==> src/c2s_pkg.sv <==
// Package for the Cartesian-to-spherical converter.
// Holds transaction types and fixed-point constants; no dependencies.
package c2s_pkg;

    localparam int CoordW = 16;
    localparam int SqW    = 32;
    localparam int RootW  = 16;
    localparam int QW     = 15;
    localparam int NumW   = CoordW + 1;
    localparam int LimW   = 8;

    localparam logic signed [CoordW-1:0] QOne  = 16'sd32767;
    localparam logic signed [CoordW-1:0] QZero = 16'sd0;

    typedef struct packed {
        logic signed [CoordW-1:0] coord_x;
        logic signed [CoordW-1:0] coord_y;
        logic signed [CoordW-1:0] coord_z;
    } c2s_in_t;

    typedef struct packed {
        logic        [RootW-1:0]  radius;
        logic signed [CoordW-1:0] cos_theta;
        logic        [QW-1:0]     sin_theta;
        logic signed [CoordW-1:0] cos_phi;
        logic signed [CoordW-1:0] sin_phi;
    } c2s_out_t;

endpackage

==> src/c2s_sqrt.sv <==
// Pipelined integer square root, one result bit per stage.
// Depends on c2s_pkg.
module c2s_sqrt (
    input  logic                     aclk,
    input  logic                     en,
    input  logic [c2s_pkg::SqW-1:0]  val,
    output logic [c2s_pkg::RootW-1:0] root
);
    import c2s_pkg::*;

    localparam int N    = RootW;
    localparam int RemW = RootW + 1;

    logic [SqW-1:0]  src_v    [N];
    logic [RemW-1:0] src_rem  [N];
    logic [RootW-1:0] src_root [N];
    logic [SqW-1:0]  v_next    [N];
    logic [RemW-1:0] rem_next  [N];
    logic [RootW-1:0] root_next [N];
    logic [SqW-1:0]  v_reg    [N];
    logic [RemW-1:0] rem_reg  [N];
    logic [RootW-1:0] root_reg [N];
    logic [RemW+1:0] shifted  [N];
    logic [RemW:0]   trial    [N];

    always_comb begin
        src_v[0]    = val;
        src_rem[0]  = '0;
        src_root[0] = '0;
        for (int k = 1; k < N; k++) begin
            src_v[k]    = v_reg[k-1];
            src_rem[k]  = rem_reg[k-1];
            src_root[k] = root_reg[k-1];
        end
        for (int k = 0; k < N; k++) begin
            shifted[k] = {src_rem[k], src_v[k][SqW-1 -: 2]};
            trial[k]   = {src_root[k], 2'b01};
            v_next[k]  = {src_v[k][SqW-3:0], 2'b00};
            if (shifted[k] >= {1'b0, trial[k]}) begin
                rem_next[k]  = RemW'(shifted[k] - {1'b0, trial[k]});
                root_next[k] = {src_root[k][RootW-2:0], 1'b1};
            end else begin
                rem_next[k]  = shifted[k][RemW-1:0];
                root_next[k] = {src_root[k][RootW-2:0], 1'b0};
            end
        end
    end

    always_ff @(posedge aclk) begin
        if (en) begin
            for (int k = 0; k < N; k++) begin
                v_reg[k]    <= v_next[k];
                rem_reg[k]  <= rem_next[k];
                root_reg[k] <= root_next[k];
            end
        end
    end

    assign root = root_reg[N-1];

endmodule

==> config.mk <==
export PLATFORM = sky130hd
export DESIGN_NAME = c2s_sqrt
export DESIGN_NICKNAME = d
export VERILOG_FILES = /design/src/c2s_pkg.sv /design/src/c2s_sqrt.sv
export SDC_FILE = /design/constraint.sdc
export NUM_CORES = 1
export LEC_CHECK = 0
export BUFFER_PORTS_ARGS = -buffer_cell sky130_fd_sc_hd__buf_2
export CORE_MARGIN = 3
export CORE_UTILIZATION = 63
export CTS_CLUSTER_DIAMETER = 200
export CTS_CLUSTER_SIZE = 12
export DETAILED_ROUTE_END_ITERATION = 7
export GPL_ROUTABILITY_DRIVEN = 0
export PLACE_DENSITY = 0.8
export SLEW_MARGIN = 25
export SYNTH_ARGS = -nofsm -noshare
export SYNTH_HDL_FRONTEND = slang
export SYNTH_SLANG_ARGS = --single-unit
==> constraint.sdc <==
create_clock -name aclk -period 3.49 [get_ports aclk]
set_input_delay 0.1745 -clock aclk [delete_from_list [all_inputs] [get_ports aclk]]
set_output_delay 0.1745 -clock aclk [all_outputs]
set_load 0.1 [all_outputs]
# Word-level counts from Yosys, hierarchy flattened

Memories as Yosys holds them, arrays and structs flattened.
Cells that the tools add are included.

Bits in registers: 0
Output and inout port bits: 16
Memories: 3
Bits in writable memories: 1,008

Magnitude comparators: 16
Mux-type cells: 34
Add/sub/neg operators: 16

Memory list:

| name     | words | width | rd ports | clocked after Yosys merged registers in | write ports | line           | source |
|---|---|---|---|---|---|---|---|
| v_reg    | 16    | 30    | 15       | 0                                       | 16          | c2s_sqrt.sv:20 | `logic [SqW-1:0] v_reg [N];` |
| rem_reg  | 16    | 17    | 15       | 0                                       | 16          | c2s_sqrt.sv:21 | `logic [RemW-1:0] rem_reg [N];` |
| root_reg | 16    | 16    | 16       | 0                                       | 16          | c2s_sqrt.sv:22 | `logic [RootW-1:0] root_reg [N];` |

Operators by type and width:

| cell                | number |
|---|---|
| $ge 19x18->1        | 15 |
| $mux 17             | 16 |
| $sub 17x17->17      | 15 |
| $mux 1              | 18 |
| $sub 2x1->3 const B | 1 |
| $ge 2x1->1 const B  | 1 |

# Longest topological paths before layout

Gate-level depths: netlist (run 1).
An unclocked memory read counts as a cell.

Word-level depth: 3
Mapped depth: 11
Gate-level depth less buffers: 9

# Worst setup path before layout (run 1)

Ideal clock, no wire load.

Path kind: register -> register
Start point: memory rem_reg[1][61] (netlist name)
End point: memory rem_reg[1][73] (netlist name) (data pin)
Arrival: 2.368 ns
Data required time: 3.230 ns
Path slack: 0.862 ns
Buffers on the path: 2
Stages on the path, launching flop included: 11
Clock period less this slack: 2.628 ns
Library setup time: 0.260 ns
Path through: edfxtp_1 > ha_1 > buf_2 > and4_4 > nand4_1 > nor3_1 > or4_4 > nor3_4 > inv_2 > buf_6 > mux2_4

RTL lines:

| item               | line |
|---|---|
| start: declaration | c2s_sqrt.sv:21 |

==> results_dict.tcl, run 1 <==
set metrics [dict create \
    status "complete, no violations" \
    groute.usage.overall_pct 22.3 \
    total_switching_power_w 0.00474 \
    first_global_vias 17396 \
    antenna_cells 0 \
    dominantRegCellSynth "sky130_fd_sc_hd__edfxtp_1" \
    power.share.switching_pct 26.3 \
    drtAntennaViolNets 0 \
    clock_insertion_delay_worst_skew_ns 0.64 \
    synthArstFlopShare_pct 0 \
    dieArea_um2 48000 \
    grt_start_max_net_pins 118 \
    postSynthAreaPerCell_um2 13.3 \
    synthesis.instances 2157 \
    largest_register_ff_count 240 \
    hpwl_um 35400 \
    routed-via-count 17382 \
    dieHeight_um 219 \
    setup_violations 0 \
    final.min_clock_period_ns 2.97 \
    worstSetupStartpointType "register" \
    gr-max-usage-layer "met2" \
    drt_first_pass_iters 7 \
    drt_first_iter_violations 1530 \
    unrepaired_setup_endpoints_after_global_routing "no" \
    cts_tree "built" \
    drive_above_1_share_pct 8.86 \
    ratio_of_total_power_to_cell_area_nw_per_um2 572 \
    synth_edf_count 613 \
    share_comb_of_total_power_pct 16.9 \
    io_pins 50 \
    yosys-top-cells-area "sky130_fd_sc_hd__edfxtp_1 (64%), sky130_fd_sc_hd__ha_1 (6.6%), sky130_fd_sc_hd__xnor2_1 (2.8%)" \
    cts-root-buf "sky130_fd_sc_hd__clkbuf_16" \
    synth_cell_type_count 78 \
    area_delta_synth_final_pct 10.2 \
    wirelength_um 53000 \
    sequentialPowerShare_pct 52.9 \
    h_tree_depth 2 \
    syn_nets 2343 \
    internal_power_w 0.0133 \
    ys_warn_count 0 \
    synthDominantAreaCellType "sky130_fd_sc_hd__edfxtp_1" \
    clkTransAtPathRegs_ns 0.06 \
    slew_headroom_pct 50.4 \
    route.detailed.wl_per_inst_um 18.4 \
    rows 77 \
    sequential_share_of_the_synthesized_area_pct 64.3 \
    fin_worst_skew_ns 0.0432 \
    setup.worst_path.class "reg2reg" \
    share_clk_of_total_power_pct 30.2 \
    hold_slack_ns 0.0720 \
    finalPower_w 0.0181 \
    clockBufferDepth 3 \
    groute.layer.met2.usage_pct 38.2 \
    post_route_fraction_of_the_period_consumed_by_the_critical_path_pct 85.2 \
    maxCapViolations 0 \
    power.static_leakage_nw 12.1 \
    globalRouteMet1Util_pct 29.3 \
    crit_arrival_ns 3.34 \
    critical_path_peak_fanout 18 \
    clock_sinks 613 \
    num-nets-final 2474 \
    synth_commonest_cells "sky130_fd_sc_hd__edfxtp_1 (613), sky130_fd_sc_hd__inv_1 (183), sky130_fd_sc_hd__ha_1 (152), sky130_fd_sc_hd__nor2_1 (135), sky130_fd_sc_hd__a21oi_1 (128)" \
    achievable-frequency_ghz 0.336 \
    finalHoldViolCount 0 \
    port_buffers 49 \
    mappedNetlistArea_um2 28600 \
    hold_path_class "in2reg" \
    viasPerCell 6.03 \
    worstSetupEndpointType "register" \
    tightest_slew_ns 0.737 \
    gr-usage-met3_pct 3.00 \
    start_util_pct 64.3 \
    core_um2 44500 \
    grt_first_pass_wirelength_um 85800 \
    ys_seq_elements 613 \
    filler_cell_count 2896 \
    initial_antenna_violation_count 0 \
    slew_viol_final 0 \
    timing.setup.tns_ns 0 \
    cts-buffers-inserted 57 \
    cp_data_required_time_ns 3.86 \
    detail_route.drc_violations 0 \
    globalRoute.totalOverflow 0 \
    die-width_um 219 \
    vdd.ir_drop.worst_mv 0.511 \
    synthMostInstantiatedCell "sky130_fd_sc_hd__edfxtp_1" \
    cts_setup_buffers 0 \
    portion_of_synthesized_cell_area_occupied_by_the_leading_cell_type_pct 64.3 \
]
worst paths after layout:
path,start,cells past startpoint,slack [ns],to
max,rem_reg[0][51],7,0.52,rem_reg[0][80]
max reg2reg,rem_reg[0][51],7,0.52,rem_reg[0][80]
min,en,1,0.07,v_reg[0][64]
min reg2reg,v_reg[1][27],0,0.39,v_reg[1][59]
through the flow:
step                      cells  area (um2)  util [%]  setup WS, ns
after global placement     2788       29700      66.7         0.658
after floorplan            2157       28600         -         0.862
after detailed placement   2788       29700      66.7         0.584
final                      2883       31500      70.9         0.518
after CTS                  2883       31500      70.9         0.503
after global routing       2883       31500      70.9         0.403
power by group through the flow:
stage                     sequential, W  combinational (W)  clock, W
after floorplan                 0.00958            0.00216         0
after detailed placement        0.00968            0.00295         0
final                           0.00955            0.00305   0.00544
after global placement          0.00965            0.00280         0
after global routing            0.00962            0.00337   0.00586
after CTS                       0.00954            0.00301   0.00557
critical path, stage by stage (launching register included):
cell and delay [ns]:
sky130_fd_sc_hd__edfxtp_1 0.41, sky130_fd_sc_hd__ha_1 0.38, sky130_fd_sc_hd__o21a_1 0.15, sky130_fd_sc_hd__o21ai_0 0.35, sky130_fd_sc_hd__a21oi_1 0.23, sky130_fd_sc_hd__or4b_1 0.86, sky130_fd_sc_hd__nand4b_1 0.26, sky130_fd_sc_hd__xnor2_1 0.08
layout make-up:
class / instances / area [um2] / share of cell area (%)
clock buffers: 58 / 1430 / 4.53
clock inverters: 4 / 101 / 0.321
multi-input cells: 1328 / 9380 / 29.7
inverters: 188 / 706 / 2.24
well taps: 592 / 741 / 2.35
flip-flops and latches: 613 / 18400 / 58.4
repair buffers: 100 / 783 / 2.48
layout by cell type, fill, tap and decap left out, types with 37 or more instances in the layout:
master / instances
sky130_fd_sc_hd__xnor2_1: 93
sky130_fd_sc_hd__edfxtp_1: 613
sky130_fd_sc_hd__nor2_1: 135
sky130_fd_sc_hd__o21ai_0: 107
sky130_fd_sc_hd__nand3_1: 41
sky130_fd_sc_hd__buf_2: 48
sky130_fd_sc_hd__ha_1: 152
sky130_fd_sc_hd__nand2_1: 98
sky130_fd_sc_hd__xor2_1: 66
sky130_fd_sc_hd__o21a_1: 37
sky130_fd_sc_hd__clkbuf_16: 57
sky130_fd_sc_hd__nor3_1: 50
sky130_fd_sc_hd__inv_1: 183
sky130_fd_sc_hd__a21oi_1: 128
per-layer routing:
layer / up-vias / wire [um]
met1: 8406 / 22200
met3: 144 / 2590
met5: - / 0
met2: 557 / 26400
met4: 0 / 1780
li1: 8275 / -
logic make-up (layout without fill, tap and decap cells):
kind of cell | count (synthesis) | count (layout) | share of synthesized area (%)
flops | 613 | 613 | 64.3
simple gates | 541 | 541 | 9.89
compound gates | 431 | 431 | 9.53
buf+inv | 216 | 350 | 2.97
xor+xnor | 159 | 159 | 4.86
fa+ha+maj | 152 | 152 | 6.64
mux | 44 | 44 | 1.80
other cells | 1 | 1 | 0.0131
repair_timing:
| item | CTS | global route |
|---|---|---|
| resized for setup | 0 | 0 |
| hold buffers | 33 | 0 |
| endpoints found under the setup margin | 0 | 0 |
| endpoints found under the hold margin | 33 | 0 |
(Power assumes the default switching activity.)
==> run 2: changes to the inputs <==
--- a/config.mk
+++ b/config.mk
@@ -7,12 +7,11 @@
 export LEC_CHECK = 0
 export BUFFER_PORTS_ARGS = -buffer_cell sky130_fd_sc_hd__buf_2
 export CORE_MARGIN = 3
-export CORE_UTILIZATION = 63
+export CORE_UTILIZATION = 35
 export CTS_CLUSTER_DIAMETER = 200
 export CTS_CLUSTER_SIZE = 12
 export DETAILED_ROUTE_END_ITERATION = 7
 export GPL_ROUTABILITY_DRIVEN = 0
-export PLACE_DENSITY = 0.8
 export SLEW_MARGIN = 25
 export SYNTH_ARGS = -nofsm -noshare
 export SYNTH_HDL_FRONTEND = slang
==> run 2 against run 1 <==
Non-clock buffer count grew 8. Sequential power about the same. Clock skew is 0.018 ns higher.
==> results_dict.tcl, run 2 (synthesis results as in run 1) <==
set metrics [dict create \
    power.share.switching_pct 26.1 \
    cts_setup_buffers 0 \
    initial_antenna_violation_count 0 \
    crit_arrival_ns 3.42 \
    slew_viol_final 0 \
    grt_first_pass_wirelength_um 86600 \
    unrepaired_setup_endpoints_after_global_routing "no" \
    cts-buffers-inserted 57 \
    total_switching_power_w 0.00470 \
    hpwl_um 37500 \
    rows 104 \
    route.detailed.wl_per_inst_um 15.5 \
    sequentialPowerShare_pct 52.9 \
    critical-path-slowest-cell "sky130_fd_sc_hd__nor2_1" \
    postLayoutCoreUtil_pct 39.9 \
    slew_headroom_pct 34.7 \
    grt_start_max_net_pins 99 \
    post_route_fraction_of_the_period_consumed_by_the_critical_path_pct 87.5 \
    clockBufferDepth 3 \
    start_util_pct 35.4 \
    largest_register_ff_count 240 \
    final.min_clock_period_ns 3.05 \
    finalHoldViolCount 0 \
    hold_path_class "in2reg" \
    internal_power_w 0.0133 \
    status "complete, no violations" \
    cp_slowest_stage_delay_ns 0.81 \
    cp_data_required_time_ns 3.85 \
    port_buffers 49 \
    layout_common_cells "sky130_fd_sc_hd__edfxtp_1 (613), sky130_fd_sc_hd__inv_1 (183), sky130_fd_sc_hd__ha_1 (152), sky130_fd_sc_hd__nor2_1 (135), sky130_fd_sc_hd__a21oi_1 (128)" \
    first_global_vias 17284 \
    fin_worst_skew_ns 0.0608 \
    drt_first_iter_violations 1159 \
    setup.worst_path.class "reg2reg" \
    io_pins 50 \
    filler_cell_count 7424 \
    share_clk_of_total_power_pct 30.3 \
    hold_slack_ns 0.0934 \
    clock_sinks 613 \
    num-nets-final 2482 \
    cts_resized 0 \
    core_um2 80800 \
    crit_buf_inv 2 \
    ratio_of_total_power_to_cell_area_nw_per_um2 559 \
    setup_violations 0 \
    worstSetupEndpointType "register" \
    viasPerCell 5.08 \
    drive_above_1_share_pct 9.18 \
    globalRoute.totalOverflow 0 \
    layout_commonest_cell "sky130_fd_sc_hd__edfxtp_1" \
    cts_tree "built" \
    clkTransAtPathRegs_ns 0.06 \
    clock_insertion_delay_worst_skew_ns 0.63 \
    multiInputGateArea_um2 9380 \
    power.static_leakage_nw 12.1 \
    ctsHoldBuffers 33 \
    tightest_slew_ns 0.976 \
    area_delta_synth_final_pct 12.5 \
    share_comb_of_total_power_pct 16.8 \
    seq_area_um2 18400 \
    dieArea_um2 85300 \
    timing.setup.tns_ns 0 \
    cts-root-buf "sky130_fd_sc_hd__clkbuf_16" \
    critical_path.cell_chain "inv_1, ha_1, and3_1, o21ai_0, o2111ai_1, nor2_1, inv_1, a31o_2" \
    critical_path.most_common_cell "sky130_fd_sc_hd__inv_1" \
    die-width_um 292 \
    achievable-frequency_ghz 0.327 \
    vdd.ir_drop.worst_mv 0.470 \
    drtAntennaViolNets 0 \
    critical_path_peak_fanout 16 \
    maxCapViolations 0 \
    reg2reg_setup_slack_ns 0.44 \
    routed-via-count 17076 \
    dieHeight_um 292 \
    worstSetupStartpointType "register" \
    h_tree_depth 2 \
    drt_first_pass_iters 5 \
    wirelength_um 52000 \
    groute.usage.overall_pct 12.1 \
    detail_route.drc_violations 0 \
    critical-path-top-delay-family "simple AND/OR/NAND/NOR gates" \
]
==> run 2: worst paths after layout <==
kind / start / endpoint / depth (start not counted)
hold reg to reg: v_reg[0][113] / v_reg[0][145] / 0
setup / recovery: root_reg[0][101] / rem_reg[0][125] / 8
setup reg to reg: root_reg[0][101] / rem_reg[0][125] / 8
hold / removal: en / v_reg[0][2] / 1
==> run 2: layout make-up <==
| type | count | area share (%) |
|---|---|---|
| sequential | 613 | 57.2 |
| multi-input combinational | 1328 | 29.1 |
| clock buffer | 58 | 4.44 |
| tap | 1060 | 4.12 |
| timing repair buffer | 108 | 2.70 |
| inverter | 188 | 2.19 |
| clock inverter | 4 | 0.272 |
| antenna | 1 | 0.00777 |
==> run 2: metal layers <==
| layer | wire (um) | global-route usage, % |
|---|---|---|
| met1 | 23500 | 15.9 |
| met2 | 24700 | 20.6 |
| met3 | 2560 | 1.93 |
| met4 | 1290 | 3.85 |
| met5 | 0 | 0 |
==> run 2: through the flow <==
step	total power [W]	instances	cell area, um2	setup slack (ns)
2_1_floorplan	0.0117	2157	28600	0.862
3_3_place_gp	0.0125	3264	30400	0.500
3_5_place_dp	0.0126	3264	30400	0.467
4_1_cts	0.0182	3359	32200	0.469
5_1_grt	0.0190	3359	32200	0.136
6_report	0.0180	3360	32200	0.436
==> run 2: worst register-to-register path: stages, from the launching register on <==
cell,delay (ns)
sky130_fd_sc_hd__edfxtp_1,0.37
sky130_fd_sc_hd__inv_1,0.06
sky130_fd_sc_hd__ha_1,0.40
sky130_fd_sc_hd__and3_1,0.22
sky130_fd_sc_hd__o21ai_0,0.24
sky130_fd_sc_hd__o2111ai_1,0.25
sky130_fd_sc_hd__nor2_1,0.81
sky130_fd_sc_hd__inv_1,0.19
sky130_fd_sc_hd__a31o_2,0.25
==> run 2: power groups by stage <==
stage / sequential [W] / combinational, W / clock [W]
after global placement: 0.00965 / 0.00286 / 0
final: 0.00952 / 0.00303 / 0.00546
after global routing: 0.00960 / 0.00339 / 0.00596
after floorplan: 0.00958 / 0.00216 / 0
after CTS: 0.00953 / 0.00300 / 0.00567
after detailed placement: 0.00968 / 0.00296 / 0
==> run 3: changes to the inputs <==
--- a/config.mk
+++ b/config.mk
@@ -5,13 +5,17 @@
 export SDC_FILE = /design/constraint.sdc
 export NUM_CORES = 1
 export LEC_CHECK = 0
+export ABC_CLOCK_PERIOD_IN_PS = 3490
 export BUFFER_PORTS_ARGS = -buffer_cell sky130_fd_sc_hd__buf_2
+export CELL_PAD_IN_SITES_DETAIL_PLACEMENT = 0
+export CELL_PAD_IN_SITES_GLOBAL_PLACEMENT = 1
 export CORE_MARGIN = 3
 export CORE_UTILIZATION = 35
 export CTS_CLUSTER_DIAMETER = 200
 export CTS_CLUSTER_SIZE = 12
 export DETAILED_ROUTE_END_ITERATION = 7
 export GPL_ROUTABILITY_DRIVEN = 0
+export PLACE_DENSITY_LB_ADDON = 0.1
 export SLEW_MARGIN = 25
 export SYNTH_ARGS = -nofsm -noshare
 export SYNTH_HDL_FRONTEND = slang
==> run 3 against run 2 <==
Utilization is essentially flat. Hold slack lost 0.059 ns. Via count shrank 2.1%. Count of clock-buffer cells in the layout is the same. Combinational power is essentially flat. Clock power is essentially flat. Maximum frequency grew 1.8%. Sequential power is essentially flat. Clock skew shrank 0.025 ns.
==> results_dict.tcl, run 3 (synthesis results as in run 1) <==
set metrics [dict create \
    status "complete, no violations" \
    slew_headroom_pct 47.6 \
    route.detailed.wl_per_inst_um 17.0 \
    drt_first_pass_iters 5 \
    fin_worst_skew_ns 0.0362 \
    hold_depth 1 \
    drive_above_1_share_pct 9.14 \
    dieArea_um2 85300 \
    setup_violations 0 \
    finalPower_w 0.0181 \
    first_global_vias 16528 \
    clock_sinks 613 \
    hpwl_um 41000 \
    wirelength_um 57000 \
    groute.usage.overall_pct 13.2 \
    ratio_of_total_power_to_cell_area_nw_per_um2 562 \
    layout_commonest_cell "sky130_fd_sc_hd__edfxtp_1" \
    share_comb_of_total_power_pct 16.9 \
    antenna_cells 0 \
    post_route_fraction_of_the_period_consumed_by_the_critical_path_pct 86.0 \
    viasPerCell 4.98 \
    share_clk_of_total_power_pct 30.3 \
    slew_viol_final 0 \
    dieHeight_um 292 \
    die-width_um 292 \
    core_um2 80800 \
    pre_cts_ws_ns 0.514 \
    rows 104 \
    vdd.ir_drop.worst_mv 0.374 \
    routed-via-count 16711 \
    grt_first_pass_wirelength_um 90900 \
    cts_tree "built" \
    sequentialPowerShare_pct 52.8 \
    dpl-instance-area_um2 30400 \
    finalWorstSetupSlack_ns 0.489 \
    hold_path_class "in2reg" \
    final_design_area_no_fill_um2 32200 \
    worstSetupStartpointType "register" \
    internal_power_w 0.0133 \
    port_buffers 49 \
    globalRoute.totalOverflow 0 \
    start_util_pct 35.4 \
    maxCapViolations 0 \
    critical_path_peak_fanout 15 \
    initial_antenna_violation_count 0 \
    timing.setup.tns_ns 0 \
    num-nets-final 2481 \
    drt_first_iter_violations 1236 \
    worstSetupEndpointType "register" \
    largest_register_ff_count 240 \
    unrepaired_setup_endpoints_after_global_routing "no" \
    clockBufferDepth 3 \
    cp_data_required_time_ns 3.86 \
    grt_start_max_net_pins 80 \
    h_tree_depth 2 \
    detail_route.drc_violations 0 \
    hold_slack_ns 0.0346 \
    layout_common_cells "sky130_fd_sc_hd__edfxtp_1 (613), sky130_fd_sc_hd__inv_1 (183), sky130_fd_sc_hd__ha_1 (152), sky130_fd_sc_hd__nor2_1 (135), sky130_fd_sc_hd__a21oi_1 (128)" \
    total_switching_power_w 0.00478 \
    r2r.worst_path.cells 9 \
    setup.worst_path.class "reg2reg" \
    clock_insertion_delay_worst_skew_ns 0.64 \
    cts_setup_buffers 0 \
    drtAntennaViolNets 0 \
    area_delta_synth_final_pct 12.5 \
    cts-root-buf "sky130_fd_sc_hd__clkbuf_16" \
    final.min_clock_period_ns 3.00 \
    clkTransAtPathRegs_ns 0.07 \
    crit_arrival_ns 3.37 \
    power.static_leakage_nw 12.1 \
    io_pins 50 \
    tightest_slew_ns 0.779 \
    cts-buffers-inserted 57 \
    power.share.switching_pct 26.4 \
    reg2reg_setup_slack_ns 0.49 \
    achievable-frequency_ghz 0.333 \
    finalHoldViolCount 0 \
]
## run 3: cell types whose count changed in the layout (fill, tap and decap cells not counted)
cell	before	now
sky130_fd_sc_hd__buf_12	7	8
sky130_fd_sc_hd__buf_4	19	17
sky130_fd_sc_hd__clkinv_8	1	0
sky130_fd_sc_hd__inv_6	0	1
sky130_fd_sc_hd__diode_2	1	0
## run 3: routing by layer
layer | global-route usage [%] | up-vias | part of all wire, %
met5 | 0 | - | 0
met4 | 3.33 | 0 | 2.0
met3 | 2.33 | 79 | 4.7
met2 | 20.7 | 334 | 44
met1 | 19.1 | 7998 | 49
li1 | - | 8300 | -
## run 3: what timing repair did
item | 4_1_cts | 5_1_grt
gates resized for setup | 0 | 0
hold buffers | 33 | 0
hold endpoints to repair | 33 | 0
## run 3: critical path: stages (launching register included)
cell and delay [ns]:
sky130_fd_sc_hd__edfxtp_1 0.36, sky130_fd_sc_hd__inv_1 0.06, sky130_fd_sc_hd__ha_1 0.36, sky130_fd_sc_hd__o21a_1 0.16, sky130_fd_sc_hd__nor4_1 0.24, sky130_fd_sc_hd__o31ai_1 0.22
sky130_fd_sc_hd__a211oi_4 0.53, sky130_fd_sc_hd__clkinv_1 0.27, sky130_fd_sc_hd__buf_4 0.26, sky130_fd_sc_hd__mux2_2 0.29
## run 3: through the flow
stage | utilization [%] | cells
2_1_floorplan | - | 2157
3_3_place_gp | 37.6 | 3263
3_5_place_dp | 37.6 | 3263
4_1_cts | 39.8 | 3358
5_1_grt | 39.8 | 3358
6_report | 39.8 | 3358
## run 3: power groups by stage
stage / Combinational [W] / Sequential [W] / Clock [W]
after CTS: 0.00307 / 0.00956 / 0.00576
after detailed placement: 0.00303 / 0.00972 / 0
after floorplan: 0.00216 / 0.00958 / 0
after global placement: 0.00300 / 0.00972 / 0
after global routing: 0.00346 / 0.00963 / 0.00605
final: 0.00306 / 0.00955 / 0.00547
## run 3: worst paths after layout
check                       from        endpoint
setup / recovery  root_reg[1][0]  rem_reg[1][21]
hold / removal                en     v_reg[0][1]
setup reg to reg  root_reg[1][0]  rem_reg[1][21]
hold reg to reg     v_reg[1][24]    v_reg[1][56]
## run 3: cell type report
type	instances	area, um2
Fill cell	7530	48600
Sequential cell	613	18400
Multi-Input combinational cell	1328	9380
Clock buffer	58	1430
Tap cell	1060	1330
Timing Repair Buffer	107	873
Inverter	188	706
Clock inverter	4	80.1
