==> src/c2s_pkg.sv <==
// Package for the Cartesian-to-spherical converter.
// Holds transaction types and fixed-point constants; no dependencies.
package c2s_pkg;

    localparam int CoordW = 16;
    localparam int SqW    = 32;
    localparam int RootW  = 16;
    localparam int QW     = 15;
    localparam int NumW   = CoordW + 1;
    localparam int LimW   = 8;

    localparam logic signed [CoordW-1:0] QOne  = 16'sd32767;
    localparam logic signed [CoordW-1:0] QZero = 16'sd0;

    typedef struct packed {
        logic signed [CoordW-1:0] coord_x;
        logic signed [CoordW-1:0] coord_y;
        logic signed [CoordW-1:0] coord_z;
    } c2s_in_t;

    typedef struct packed {
        logic        [RootW-1:0]  radius;
        logic signed [CoordW-1:0] cos_theta;
        logic        [QW-1:0]     sin_theta;
        logic signed [CoordW-1:0] cos_phi;
        logic signed [CoordW-1:0] sin_phi;
    } c2s_out_t;

endpackage

==> src/c2s_div.sv <==
// Pipelined Q1.15 divider: saturation test, then one quotient bit a stage.
// Depends on c2s_pkg.
module c2s_div (
    input  logic                              aclk,
    input  logic                              en,
    input  logic signed [c2s_pkg::NumW-1:0]   num,
    input  logic        [c2s_pkg::RootW-1:0]  den,
    output logic signed [c2s_pkg::CoordW-1:0] quo
);
    import c2s_pkg::*;

    localparam int N = QW + 1;

    logic [NumW-1:0]  mag;
    logic             neg_reg [N];
    logic             sat_reg [N];
    logic [RootW-1:0] den_reg [N];
    logic [RootW-1:0] rem_reg [N];
    logic [QW-1:0]    q_reg   [N];
    logic [RootW:0]   rem2    [N];
    logic             ge      [N];
    logic [CoordW-1:0] res_mag;

    always_comb begin
        mag = num[NumW-1] ? NumW'(-num) : NumW'(num);
        rem2[0] = '0;
        ge[0]   = 1'b0;
        for (int k = 1; k < N; k++) begin
            rem2[k] = {rem_reg[k-1], 1'b0};
            ge[k]   = rem2[k] >= {1'b0, den_reg[k-1]};
        end
    end

    always_ff @(posedge aclk) begin
        if (en) begin
            neg_reg[0] <= num[NumW-1];
            sat_reg[0] <= mag >= NumW'(den);
            den_reg[0] <= den;
            rem_reg[0] <= mag[RootW-1:0];
            q_reg[0]   <= '0;
            for (int k = 1; k < N; k++) begin
                neg_reg[k] <= neg_reg[k-1];
                sat_reg[k] <= sat_reg[k-1];
                den_reg[k] <= den_reg[k-1];
                rem_reg[k] <= ge[k] ? RootW'(rem2[k] - {1'b0, den_reg[k-1]})
                                    : rem2[k][RootW-1:0];
                q_reg[k]   <= {q_reg[k-1][QW-2:0], ge[k]};
            end
        end
    end

    assign res_mag = sat_reg[N-1] ? QOne : {1'b0, q_reg[N-1]};
    assign quo     = neg_reg[N-1] ? -$signed(res_mag) : $signed(res_mag);

endmodule

==> config.mk <==
export PLATFORM = sky130hd
export DESIGN_NAME = c2s_div
export DESIGN_NICKNAME = d
export VERILOG_FILES = /design/src/c2s_pkg.sv /design/src/c2s_div.sv
export SDC_FILE = /design/constraint.sdc
export NUM_CORES = 1
export LEC_CHECK = 0
export BUFFER_PORTS_ARGS = -buffer_cell sky130_fd_sc_hd__buf_4
export CAP_MARGIN = 20
export CORE_ASPECT_RATIO = 0.75
export CORE_MARGIN = 10
export CORE_UTILIZATION = 35
export CTS_CLUSTER_DIAMETER = 120
export DETAILED_ROUTE_END_ITERATION = 8
export GPL_ROUTABILITY_DRIVEN = 0
export PLACE_DENSITY = 0.51
export SLEW_MARGIN = 20
export SYNTH_ARGS = -nofsm -noshare
export SYNTH_HDL_FRONTEND = slang
export SYNTH_SLANG_ARGS = --single-unit
==> constraint.sdc <==
create_clock -name aclk -period 6.86 [get_ports aclk]
set_input_delay 1.029 -clock aclk [delete_from_list [all_inputs] [get_ports aclk]]
set_output_delay 1.029 -clock aclk [all_outputs]
set_load 0.01 [all_outputs]
Word-level counts from Yosys, hierarchy flattened

Memory sizes are Yosys's and may differ from the RTL's.
Index checks and enable logic that the tools add are counted.

Memories: 5
Word-level logic and storage cells: 58
Flip-flop bits (word level): 0
Bits in writable memories: 784
Output and inout port bits: 16
Input bits: 35

Memories:

| memory  | depth | bits a word | read ports | clocked after memory_dff | wr ports | RTL line      | RTL |
|---|---|---|---|---|---|---|---|
| den_reg | 16    | 16          | 15         | 0                        | 16       | c2s_div.sv:17 | `logic [RootW-1:0] den_reg [N];` |
| rem_reg | 16    | 16          | 15         | 0                        | 16       | c2s_div.sv:18 | `logic [RootW-1:0] rem_reg [N];` |
| q_reg   | 16    | 15          | 16         | 0                        | 16       | c2s_div.sv:19 | `logic [QW-1:0] q_reg [N];` |
| neg_reg | 16    | 1           | 16         | 0                        | 16       | c2s_div.sv:15 | `logic neg_reg [N];` |
| sat_reg | 16    | 1           | 16         | 0                        | 16       | c2s_div.sv:16 | `logic sat_reg [N];` |

Muxes and demuxes: 20
Add/sub/neg operators: 17
Order comparisons: 16

Operators by type and width:

| operator         | number |
|---|---|
| $ge A17 B16 Y1   | 16 |
| $mux W16         | 16 |
| $sub A16 B16 Y16 | 15 |
| $mux W17         | 1 |
| $neg A17 Y17     | 1 |
| $neg A15 Y16     | 1 |
| $mux W15         | 1 |
| $mux W1          | 2 |

Depth between registers and ports, before layout

Gate-level depths: netlist of the first run.
An unclocked memory read counts as a cell.

Depth after elaboration: 4
Mapped depth: 14
Mapped depth without buffers: 14

Worst setup path before layout of the first run

Ideal clock, no wire load.

Kind: input -> register
Start: in num[4] (netlist bit)
End: mem sat_reg[0], data pin
Data required time: 6587 ps
Slack: 3056 ps
Cell stages on the path: 11
Buffers on the path: 0
Data arrival time: 3531 ps
Setup time: 273 ps
Cell sequence: or4_4 > nor4_4 > inv_2 > or3_1 > or2_1 > o31ai_1 > xnor2_1 > ha_1 > a21o_1 > a221oi_1 > o211ai_1

RTL lines:

| item            | RTL line      | RTL |
|---|---|---|
| start, declared | c2s_div.sv:6  | `input logic signed [c2s_pkg::NumW-1:0] num,` |
| end, declared   | c2s_div.sv:16 |  |

==> reports/metrics.cfg, run 1 <==
[synthesis]
synth_seq_cells=632
async_flop_share_pct=0
syn_nets=3132
synth_top_cell_by_area=edfxtp_1
yosysMostFrequentCell=edfxtp_1
synth_area_sq_um=34100
synth_common_cells=edfxtp_1, inv_1, ha_1, a21oi_1, nor2_1
synthCells=2826
synth-edff-count=632
ys_warn_count=0
synthDominantCellAreaShare_pct=55.7
synthTopCellsByArea=edfxtp_1, ha_1, mux2_2, inv_1, a21oi_1
ys_seq_area_share_pct=55.7
synth.avg_cell_area_sq_um=12.1
synth_ff_type=edfxtp_1
ys_types=75

[critical_path]
cp.buffers_inverters=1
r2r_end=rem_reg[1][110]
crit_start=sat_reg[15]
reg2reg_setup_slack_ns=3.15
cp-start-kind=flip-flop
critPathCaptureType=output pin
required_ns=5.83
worst-setup-path-type=flip-flop to output pin
r2r_start=rem_reg[1][80]
slowest_stage=edfxtp_1
worst-path-max-fanout=25
cp_cell_sequence=nor2_1 > ha_1 > nand2_1 > nor3_1 > nand2_1 > or4_1 > a211oi_1 > a21oi_1 > buf_4
critPathMostFrequentCell=nand2_1
slowest_delay_ns=0.69
critical_path_arrival_ns=3.35
worstSetupPathDepth=9
path_delay_family=simple AND/OR/NAND/NOR gates
worstRegToRegCells=8

[floorplan]
coreArea_sq_um=97000
boundaryPins=51
die_h_um=290
dieArea_sq_um=110000
die_w_um=380
rows=99
initial_core_util_pct=35.1

[routing]
drc=0
via_per_inst=5.03
vias=21600
routed_wirelength_mm=73.2
wl_per_cell_um=17.0
drtIter0Drc=1763
drt_first_pass_iters=8
final_antenna_net_count=0

[min_path]
hold_end=q_reg[10][5]
worstHoldStart=q_reg[9][4]
hold_path_class=flip-flop to flip-flop
holdPathStages=0

[cells_and_area]
areaGrowthSynthToFinish_pct=12.9
num-fill-cells=9130
fin_cells=4294
drive_gt1_share_pct=11.7
nNetsFinal=3230

[global_route]
grt_usage_pct=12.9
grt_max_degree=177
grt_pass1_wl_mm=116
antenna_found_initial=0
first_global_vias=20900
grt.overflow.total=0

[timing]
max_clock_freq_mhz=228
hold_viol_final=0
grt_setup_unrepaired=false
drv_slew=0
relSlewSlack_pct=31.2
fin_skew_ns=0.0310
finalCriticalPeriod_ns=4.38
tightest_slew_ns=1.03
setup_tns_ns=0
period_share_pct=63.9
setup_viol=0

[outcome]
status=finished clean

[clocking]
hold_buffers=0
cts_htree_levels=3
path_clk_slew_ns=0.06
cts-root-buf=clkbuf_16
clk_latency_ns=0.63
cts_max_path_buffers=3
postCtsSetupRepairBufs=0
ctsResizeCount=0
clkSinkCount=632
numCtsBuffers=69
cts_tree=built

[power]
power_frac_comb_pct=41.5
p_switching_mw=6.03
p_leak_nw=15.2
power.share.switching_pct=34.7
intPower_mw=11.3
seqPwrFrac_pct=35.8
pwr-share-clk_pct=22.7
pwr_density_cell_nw_per_um2=452
peakVddDrop_v=0.000184

[place]
dp_cells=4165
dp_hpwl_mm=53.4
port_buffers=50

[job]
drv_cap=0

[worst max-delay path by stage]
stage | end | slack (ns)
6_report | quo[10] | 2.48
5_1_grt | quo[10] | 2.18
3_5_place_dp | sat_reg[0] | 2.70
3_3_place_gp | sat_reg[0] | 2.78
4_1_cts | quo[10] | 2.44
2_1_floorplan | sat_reg[0] | 3.06
[layer usage]
metal | GRT usage [%] | routed length, um | vias to the layer above | part of all wire (%)
li1 | - | - | 10600 | -
met1 | 19.3 | 37200 | 10400 | 51
met2 | 18.7 | 30800 | 452 | 42
met3 | 2.42 | 3740 | 103 | 5.1
met4 | 3.58 | 1430 | 0 | 2.0
met5 | 0 | 0 | - | 0
[cell type report]
type                       instances  area (sq um)  share of cell area [%]
antenna                            1          2.50                 0.00650
clock buffer                      86          1850                    4.82
clock inverter                    41           526                    1.37
inverter                         333          1250                    3.25
multi-input combinational       1832         13700                    35.7
sequential                       632         19000                    49.3
tap                             1313          1640                    4.27
timing repair buffer              56           473                    1.23
[cells in the final DEF (no fill, tap or decap), drive strengths merged, types with 10 or more instances in the layout]
| cell | netlist | layout |
|---|---|---|
| clkbuf | 14 | 86 |
| mux2i | 13 | 13 |
| nor2 | 179 | 179 |
| o31a | 15 | 15 |
| bufinv | 0 | 12 |
| a31oi | 20 | 20 |
| o31ai | 26 | 26 |
| inv | 333 | 337 |
| and3 | 13 | 13 |
| buf | 15 | 56 |
| nand2 | 157 | 157 |
| nand4 | 24 | 24 |
| clkinv | 0 | 20 |
| or2 | 22 | 22 |
| mux2 | 143 | 143 |
| fa | 14 | 14 |
| ha | 257 | 257 |
| nand3 | 43 | 43 |
| a2111oi | 12 | 12 |
| o21ai | 139 | 139 |
| edfxtp | 632 | 632 |
| nor3b | 10 | 10 |
| and2 | 13 | 13 |
| nand2b | 22 | 22 |
| a21oi | 218 | 218 |
| a21boi | 10 | 10 |
| o211ai | 12 | 12 |
| or3 | 20 | 20 |
| nor3 | 35 | 35 |
| o21bai | 17 | 17 |
| a21o | 52 | 52 |
| a211oi | 31 | 31 |
| xor2 | 51 | 51 |
| nor4 | 19 | 19 |
| nor2b | 36 | 36 |
| xnor2 | 102 | 102 |
| o21a | 35 | 35 |
[through the flow]
step	util [%]	worst slack, ns	hold slack (ns)	total power, mW	instance area (sq um)
after floorplan	-	3.06	0.400	11.6	34100
after global placement	37.2	2.78	0.401	13.2	36100
after detailed placement	37.2	2.70	0.405	13.4	36100
after CTS	39.6	2.44	0.416	17.5	38400
after global routing	39.7	2.18	0.423	18.6	38500
final	39.7	2.48	0.414	17.4	38500
[cell families (layout without fill, tap and decap cells)]
| group | Yosys count | in the layout | synth area share (%) |
|---|---|---|---|
| other | 0 | 1 | 0 |
| AO/OA/AOI/OAI | 641 | 641 | 12.1 |
| adder cells (fa/ha/maj) | 271 | 271 | 10.3 |
| flip-flops | 632 | 632 | 55.7 |
| buffers and inverters | 362 | 516 | 4.11 |
| XOR/XNOR | 153 | 153 | 3.93 |
| multiplexers | 156 | 156 | 5.24 |
| AND/OR/NAND/NOR | 611 | 611 | 8.64 |
[power groups by stage]
| stage | registers, mW | logic, mW | clock network, mW |
|---|---|---|---|
| after floorplan | 6.01 | 5.63 | 0 |
| after global placement | 6.31 | 6.90 | 0 |
| after detailed placement | 6.32 | 7.09 | 0 |
| after CTS | 6.24 | 7.15 | 4.08 |
| after global routing | 6.32 | 8.05 | 4.23 |
| final | 6.22 | 7.21 | 3.94 |
(Power assumes the default switching activity.)
==> run 2: changes to the inputs <==
--- a/config.mk
+++ b/config.mk
@@ -5,6 +5,7 @@
 export SDC_FILE = /design/constraint.sdc
 export NUM_CORES = 1
 export LEC_CHECK = 0
+export ABC_AREA = 1
 export BUFFER_PORTS_ARGS = -buffer_cell sky130_fd_sc_hd__buf_4
 export CAP_MARGIN = 20
 export CORE_ASPECT_RATIO = 0.75
==> constraint.sdc (replaced) <==
create_clock -name aclk -period 4.2 [get_ports aclk]
set_input_delay 0.63 -clock aclk [delete_from_list [all_inputs] [get_ports aclk]]
set_output_delay 0.63 -clock aclk [all_outputs]
set_load 0.01 [all_outputs]
==> run 2 against run 1 <==
Sequential power grew 59%. Global-route usage grew 2.1 points. Hold slack lost 0.23 ns. Cell count grew 25%. Synthesized cell count grew 36%. Routed wire length grew 21%. Register-to-register slack lost 1.5 ns. Combinational power grew 57%. Core utilization shrank 0.094 points. Die area grew 4.8%. Via count grew 18%. Setup slack lost 1.8 ns. Critical endpoint unchanged. Largest power group unchanged. Highest routed layer unchanged.
==> reports/metrics.cfg, run 2 <==
[clocking]
clk_latency_ns=0.63  ; about the same
ctsResizeCount=0  ; unchanged
hold_buffers=0  ; unchanged
cts_tree=built
numCtsBuffers=69  ; unchanged
cts_max_path_buffers=3  ; unchanged
cts-root-buf=clkbuf_16
cts_htree_levels=3  ; unchanged
clkSinkCount=632  ; unchanged
path_clk_slew_ns=0.06  ; about the same
postCtsSetupRepairBufs=0  ; unchanged

[synthesis]
synthDominantCellAreaShare_pct=53.0  ; -2.7 points
synth-edff-count=632  ; unchanged
ys_seq_area_share_pct=53.0  ; -2.7 points
synth_seq_cells=632  ; unchanged
synth_common_cells=nand2_1, edfxtp_1, inv_1, nor2_1, ha_1
synth_top_cell_by_area=edfxtp_1
synthCells=3851  ; +36%
ys_types=35  ; -53%
ys_warn_count=0  ; unchanged
async_flop_share_pct=0  ; unchanged
synth.avg_cell_area_sq_um=9.30  ; -23%
synth_ff_type=edfxtp_1
yosysMostFrequentCell=nand2_1
synth_area_sq_um=35800  ; +5.1%
synthTopCellsByArea=edfxtp_1, nand2_1, ha_1, inv_1, a21oi_1
syn_nets=4157  ; +33%

[timing]
whs_ns=0.187  ; -0.227 ns
tightest_slew_ns=0.875  ; -0.157 ns
hold_viol_final=0  ; unchanged
grt_setup_unrepaired=false
setup_ws_ns=0.645  ; -1.83 ns
setup_viol=0  ; unchanged
setup_tns_ns=0  ; unchanged
relSlewSlack_pct=41.6  ; +10 points
max_clock_freq_mhz=281
drv_slew=0  ; unchanged
finalCriticalPeriod_ns=3.56
period_share_pct=84.6
fin_skew_ns=0.0227  ; -0.00826 ns

[critical_path]
critical_path_arrival_ns=2.93  ; -0.42 ns
worstRegToRegCells=10  ; +2
worst-path-max-fanout=14  ; -44%
critPathCaptureType=output pin
required_ns=3.57  ; -2.26 ns
reg2reg_setup_slack_ns=1.67  ; -1.48 ns
worst-setup-path-type=flip-flop to output pin
r2r_end=rem_reg[0][57]
cp-start-kind=flip-flop
r2r_start=rem_reg[0][41]

[routing]
drtIter0Drc=2293  ; +30%
drc=0  ; unchanged
routed_wirelength_mm=88.3  ; +21%
final_antenna_net_count=0  ; unchanged
drt_first_pass_iters=6  ; -2
vias=25500  ; +18%
via_per_inst=4.78  ; -5.0%
wl_per_cell_um=16.5  ; -3.1%

[min_path]
hold_path_class=primary input to flip-flop
holdPathStages=1  ; +1
worstHoldStart=den[4]
hold_end=den_reg[0][4]

[floorplan]
rows=101  ; +2.0%
die_h_um=297  ; +2.3%
initial_core_util_pct=35.3  ; +0.20 points
coreArea_sq_um=101000  ; +4.5%
dieArea_sq_um=116000  ; +4.8%
die_w_um=389  ; +2.4%
boundaryPins=51  ; unchanged

[power]
pwr_density_cell_nw_per_um2=686  ; +52%
total_power_mw=27.5  ; +58%
peakVddDrop_v=0.000267  ; +45%
p_leak_nw=17.9  ; +18%

[cells_and_area]
insertedDiodeCount=0  ; -1
ff_latch_area_sq_um=19000  ; unchanged
drive_gt1_share_pct=5.76  ; -5.9 points
final_cell_mix=nand2_1, edfxtp_1, inv_1
final_util_pct=39.6  ; -0.094 points
nNetsFinal=4261  ; +32%
num-fill-cells=10100  ; +10%
areaGrowthSynthToFinish_pct=12.0
multiInputGateArea_sq_um=14700  ; +6.7%
layout_commonest_cell=nand2_1

[global_route]
grt_usage_pct=15.0  ; +2.1 points
grt_max_degree=89  ; -50%
first_global_vias=23500  ; +13%
grt_pass1_wl_mm=138  ; +19%
antenna_found_initial=0  ; unchanged
grt.overflow.total=0  ; unchanged

[place]
dp_hpwl_mm=68.1  ; +28%
dpl_worst_slack_ns=1.05  ; -1.65 ns
port_buffers=50  ; unchanged

[job]
drv_cap=0  ; unchanged

[outcome]
status=finished clean

## run 2: cell count changes in the layout (fill, tap and decap cells not counted), sizes merged, moves of 31 or more
cell,delta
a211oi,-31
a21o,-35
inv,+165
mux2,-143
nand2,+1065
nand3,+141
nand3b,+50
nor2,+123
nor2b,-36
xnor2,-68
xor2,+36
## run 2: worst max-delay path by stage
| stage | from | end |
|---|---|---|
| final | sat_reg[15] | quo[10] |
| after floorplan | num[0] | sat_reg[0] |
| after CTS | sat_reg[15] | quo[10] |
| after global routing | sat_reg[15] | quo[10] |
| after global placement | num[0] | sat_reg[0] |
| after detailed placement | num[0] | sat_reg[0] |
## run 2: final cells by class
cell class | count | area share [%]
Timing Repair Buffer | 64 | 1.43
Sequential cell | 632 | 47.3
Multi-Input combinational cell | 2691 | 36.6
Clock buffer | 85 | 4.56
Tap cell | 1339 | 4.18
Clock inverter | 40 | 1.26
Inverter | 497 | 4.67
## run 2: cell families (layout without fill, tap and decap cells)
logic type / Yosys count / in the layout / share of synthesized area, %
and+or+nand+nor: 1879 / 1879 / 22.1
adders and majority gates: 271 / 271 / 9.76
DFF: 632 / 632 / 53.0
buffers and inverters: 528 / 686 / 6.06
xor gates and xnor gates: 121 / 121 / 2.96
AOI/OAI and AO/OA: 420 / 420 / 6.13
## run 2: report_power, final
part | total (mW) | switching (mW) | internal, mW
clock | 6.30 | 2.60 | 3.70
sequential | 9.92 | 0.912 | 9.01
combinational | 11.3 | 7.43 | 3.88
## run 2: routing by layer
layer / track usage, % / share of wire (%) / wire length, um
met1: 24.5 / 54 / 47900
met2: 20.1 / 39 / 34300
met3: 2.51 / 5.5 / 4840
met4: 2.78 / 1.5 / 1300
met5: 0 / 0 / 0
## run 2: stage by stage
step	cells	cell area, sq um
global placement	5223	37800
floorplan	3851	35800
CTS	5348	40100
global route	5348	40100
finish	5348	40100
detailed placement	5223	37800
## run 2: worst max-delay path: stages, from the launching register on
cell and delay, ns:
edfxtp_1 0.61, nor2_1 0.28, ha_1 0.22, nand3_1 0.09, nor2_1 0.15, nor2_1 0.08
a21oi_1 0.28, nand2_1 0.11, xor2_1 0.16, inv_1 0.15, buf_4 0.15
==> run 3: changes to the inputs <==
--- a/config.mk
+++ b/config.mk
@@ -14,7 +14,7 @@
 export CTS_CLUSTER_DIAMETER = 120
 export DETAILED_ROUTE_END_ITERATION = 8
 export GPL_ROUTABILITY_DRIVEN = 0
-export PLACE_DENSITY = 0.51
+export PLACE_DENSITY = 0.53
 export SLEW_MARGIN = 20
 export SYNTH_ARGS = -nofsm -noshare
 export SYNTH_HDL_FRONTEND = slang
==> constraint.sdc (replaced) <==
create_clock -name aclk -period 3.2 [get_ports aclk]
set_input_delay 0.48 -clock aclk [delete_from_list [all_inputs] [get_ports aclk]]
set_output_delay 0.48 -clock aclk [all_outputs]
set_load 0.01 [all_outputs]
==> run 3 against run 2 <==
Register-to-register slack worse by 1.0 ns. Die area stayed put. Combinational power is 33% higher. Sequential power is 31% higher. Critical path type unchanged. Critical endpoint is now quo[14]. Largest cell class unchanged. Largest power group unchanged. Highest routed layer unchanged.
==> reports/metrics.cfg, run 3 (same netlist as run 2, synthesis figures left out) <==
[critical_path]
required_ns=2.72  ; -0.85 ns
slowest_stage=edfxtp_1
worstRegToRegCells=10  ; unchanged
worst-setup-path-type=flip-flop to output pin
cp-start-kind=flip-flop
r2r_end=rem_reg[0][27]
cp_cell_sequence=buf_4 > buf_4 > or2_2 > nor3_1 > nand3_1 > xor2_1 > nand2_1 > o21ai_0 > buf_4
r2r_start=rem_reg[0][13]
critPathMostFrequentCell=buf_4
critPathCaptureType=output pin
worst-path-max-fanout=8  ; -6
slowest_delay_ns=0.50  ; -0.11 ns
critical_path_arrival_ns=2.51  ; -0.42 ns
reg2reg_setup_slack_ns=0.66  ; -1.01 ns

[cells_and_area]
nNetsFinal=4283  ; +0.52%
drive_gt1_share_pct=5.91  ; +0.15 points
num-fill-cells=10100  ; +0.21%
final_cell_mix=nand2_1, edfxtp_1, inv_1
areaGrowthSynthToFinish_pct=12.0  ; about the same
layout_commonest_cell=nand2_1

[clocking]
numCtsBuffers=61  ; -12%
cts_max_path_buffers=3  ; unchanged
cts_tree=built
cts-root-buf=clkbuf_16
clkSinkCount=632  ; unchanged
path_clk_slew_ns=0.07  ; about the same
clk_latency_ns=0.64  ; about the same
cts_htree_levels=2  ; -1

[timing]
drv_slew=0  ; unchanged
fin_skew_ns=0.0313  ; +0.00858 ns
setup_viol=0  ; unchanged
tightest_slew_ns=0.835  ; -0.0404 ns
setup_tns_ns=0  ; unchanged
period_share_pct=93.4
relSlewSlack_pct=43.7  ; +2.1 points
grt_setup_unrepaired=false
whs_ns=0.190  ; +0.00350 ns
max_clock_freq_mhz=335
hold_viol_final=0  ; unchanged
finalCriticalPeriod_ns=2.99

[routing]
drtIter0Drc=2215  ; -3.4%
via_per_inst=4.82  ; +0.93%
wl_per_cell_um=16.4  ; -0.73%
drt_first_pass_iters=6  ; unchanged
final_antenna_net_count=0  ; unchanged
vias=25900  ; +1.3%
drc=0  ; unchanged
routed_wirelength_mm=87.9  ; -0.40%

[job]
drv_cap=0  ; unchanged

[global_route]
grt.busiest_layer=met1
antenna_found_initial=3  ; +3
grt_usage_pct=14.8  ; -0.19 points
grt_use_met2_pct=20.0  ; -0.17 points
grt_pass1_wl_mm=138  ; -0.30%
met3_usage_pct=2.21  ; -0.31 points
grt_max_degree=84  ; -5.6%
grt.overflow.total=0  ; unchanged
use_met1_pct=24.2  ; -0.29 points
first_global_vias=23800  ; +1.4%

[floorplan]
die_h_um=297  ; unchanged
rows=101  ; unchanged
boundaryPins=51  ; unchanged
coreArea_sq_um=101000  ; unchanged
initial_core_util_pct=35.3  ; unchanged
dieArea_sq_um=116000  ; unchanged
die_w_um=389  ; unchanged

[min_path]
holdPathStages=1  ; unchanged
worstHoldStart=num[16]
hold_path_class=primary input to flip-flop
hold_end=neg_reg[0]

[power]
peakVddDrop_v=0.000490  ; +84%
p_leak_nw=17.8  ; about the same
pwr_density_cell_nw_per_um2=879  ; +28%

[place]
dp_hpwl_mm=68.0  ; -0.24%
port_buffers=50  ; unchanged

[outcome]
status=finished clean

[run 3: cell count changes in the layout (fill, tap and decap cells not counted), moves of 3 or more]
cell / delta
clkinv_4: +3
clkbuf_16: -10
buf_4: +7
dlygate4sd3_1: +17
buf_12: +6
clkinv_1: -3
[run 3: power by group]
| part | switching (mW) | internal, mW |
|---|---|---|
| clock network | 3.21 | 4.07 |
| logic | 9.87 | 5.12 |
| registers | 1.16 | 11.8 |
[run 3: worst max path at each step]
stage | startpoint | to | depth (start not counted) | slack, ns
final | sat_reg[15] | quo[14] | 9 | 0.21
after global routing | sat_reg[15] | quo[13] | 11 | 0.001
after CTS | sat_reg[15] | quo[12] | 9 | 0.06
after detailed placement | num[0] | sat_reg[0] | 18 | 0.19
after global placement | num[0] | sat_reg[0] | 18 | 0.19
after floorplan | num[0] | sat_reg[0] | 17 | 0.78
[run 3: metal layers]
layer / share of wire, % / vias to the layer above
met2: 38 / 676
met4: 1.6 / 0
li1: - / 13100
met3: 6.1 / 85
met1: 54 / 12000
met5: 0 / -
[run 3: layout make-up]
class                   count  area (sq um)  share of cell area (%)
flip-flops and latches    632         19000                    47.3
multi-input cells        2691         14700                    36.6
inverters                 497          1870                    4.67
well taps                1339          1680                    4.18
clock buffers              73          1570                    3.92
repair buffers             94           918                    2.29
clock inverters            38           402                    1.00
diodes                      2          5.00                  0.0125
[run 3: repair_timing]
action                                  4_1_cts  5_1_grt
hold buffers                                 17        0
pin swaps                                     0        0
gates resized for setup                       0        3
buffers inserted                              1        3
hold endpoints to repair                     17        0
endpoints found under the setup margin        2        3
[run 3: metrics by stage]
step           util (%)  instance area, sq um  std cells  worst slack [ns]  total power [mW]
6_report           39.6                 40100       5366             0.211              35.3
5_1_grt            39.6                 40100       5364           0.00133              38.1
4_1_cts            39.5                 40100       5361            0.0576              35.4
3_5_place_dp       37.4                 37900       5232             0.193              27.9
3_3_place_gp       37.4                 37900       5232             0.185              27.9
2_1_floorplan         -                 35800       3851             0.782              23.8
[run 3: worst max-delay path: cells and delay by family, from the launching register on]
| family | cells | cell delay, ns |
|---|---|---|
| simple gates | 4 | 0.66 |
| flops | 1 | 0.50 |
| buf+inv | 3 | 0.50 |
| xor+xnor | 1 | 0.15 |
| compound gates | 1 | 0.09 |
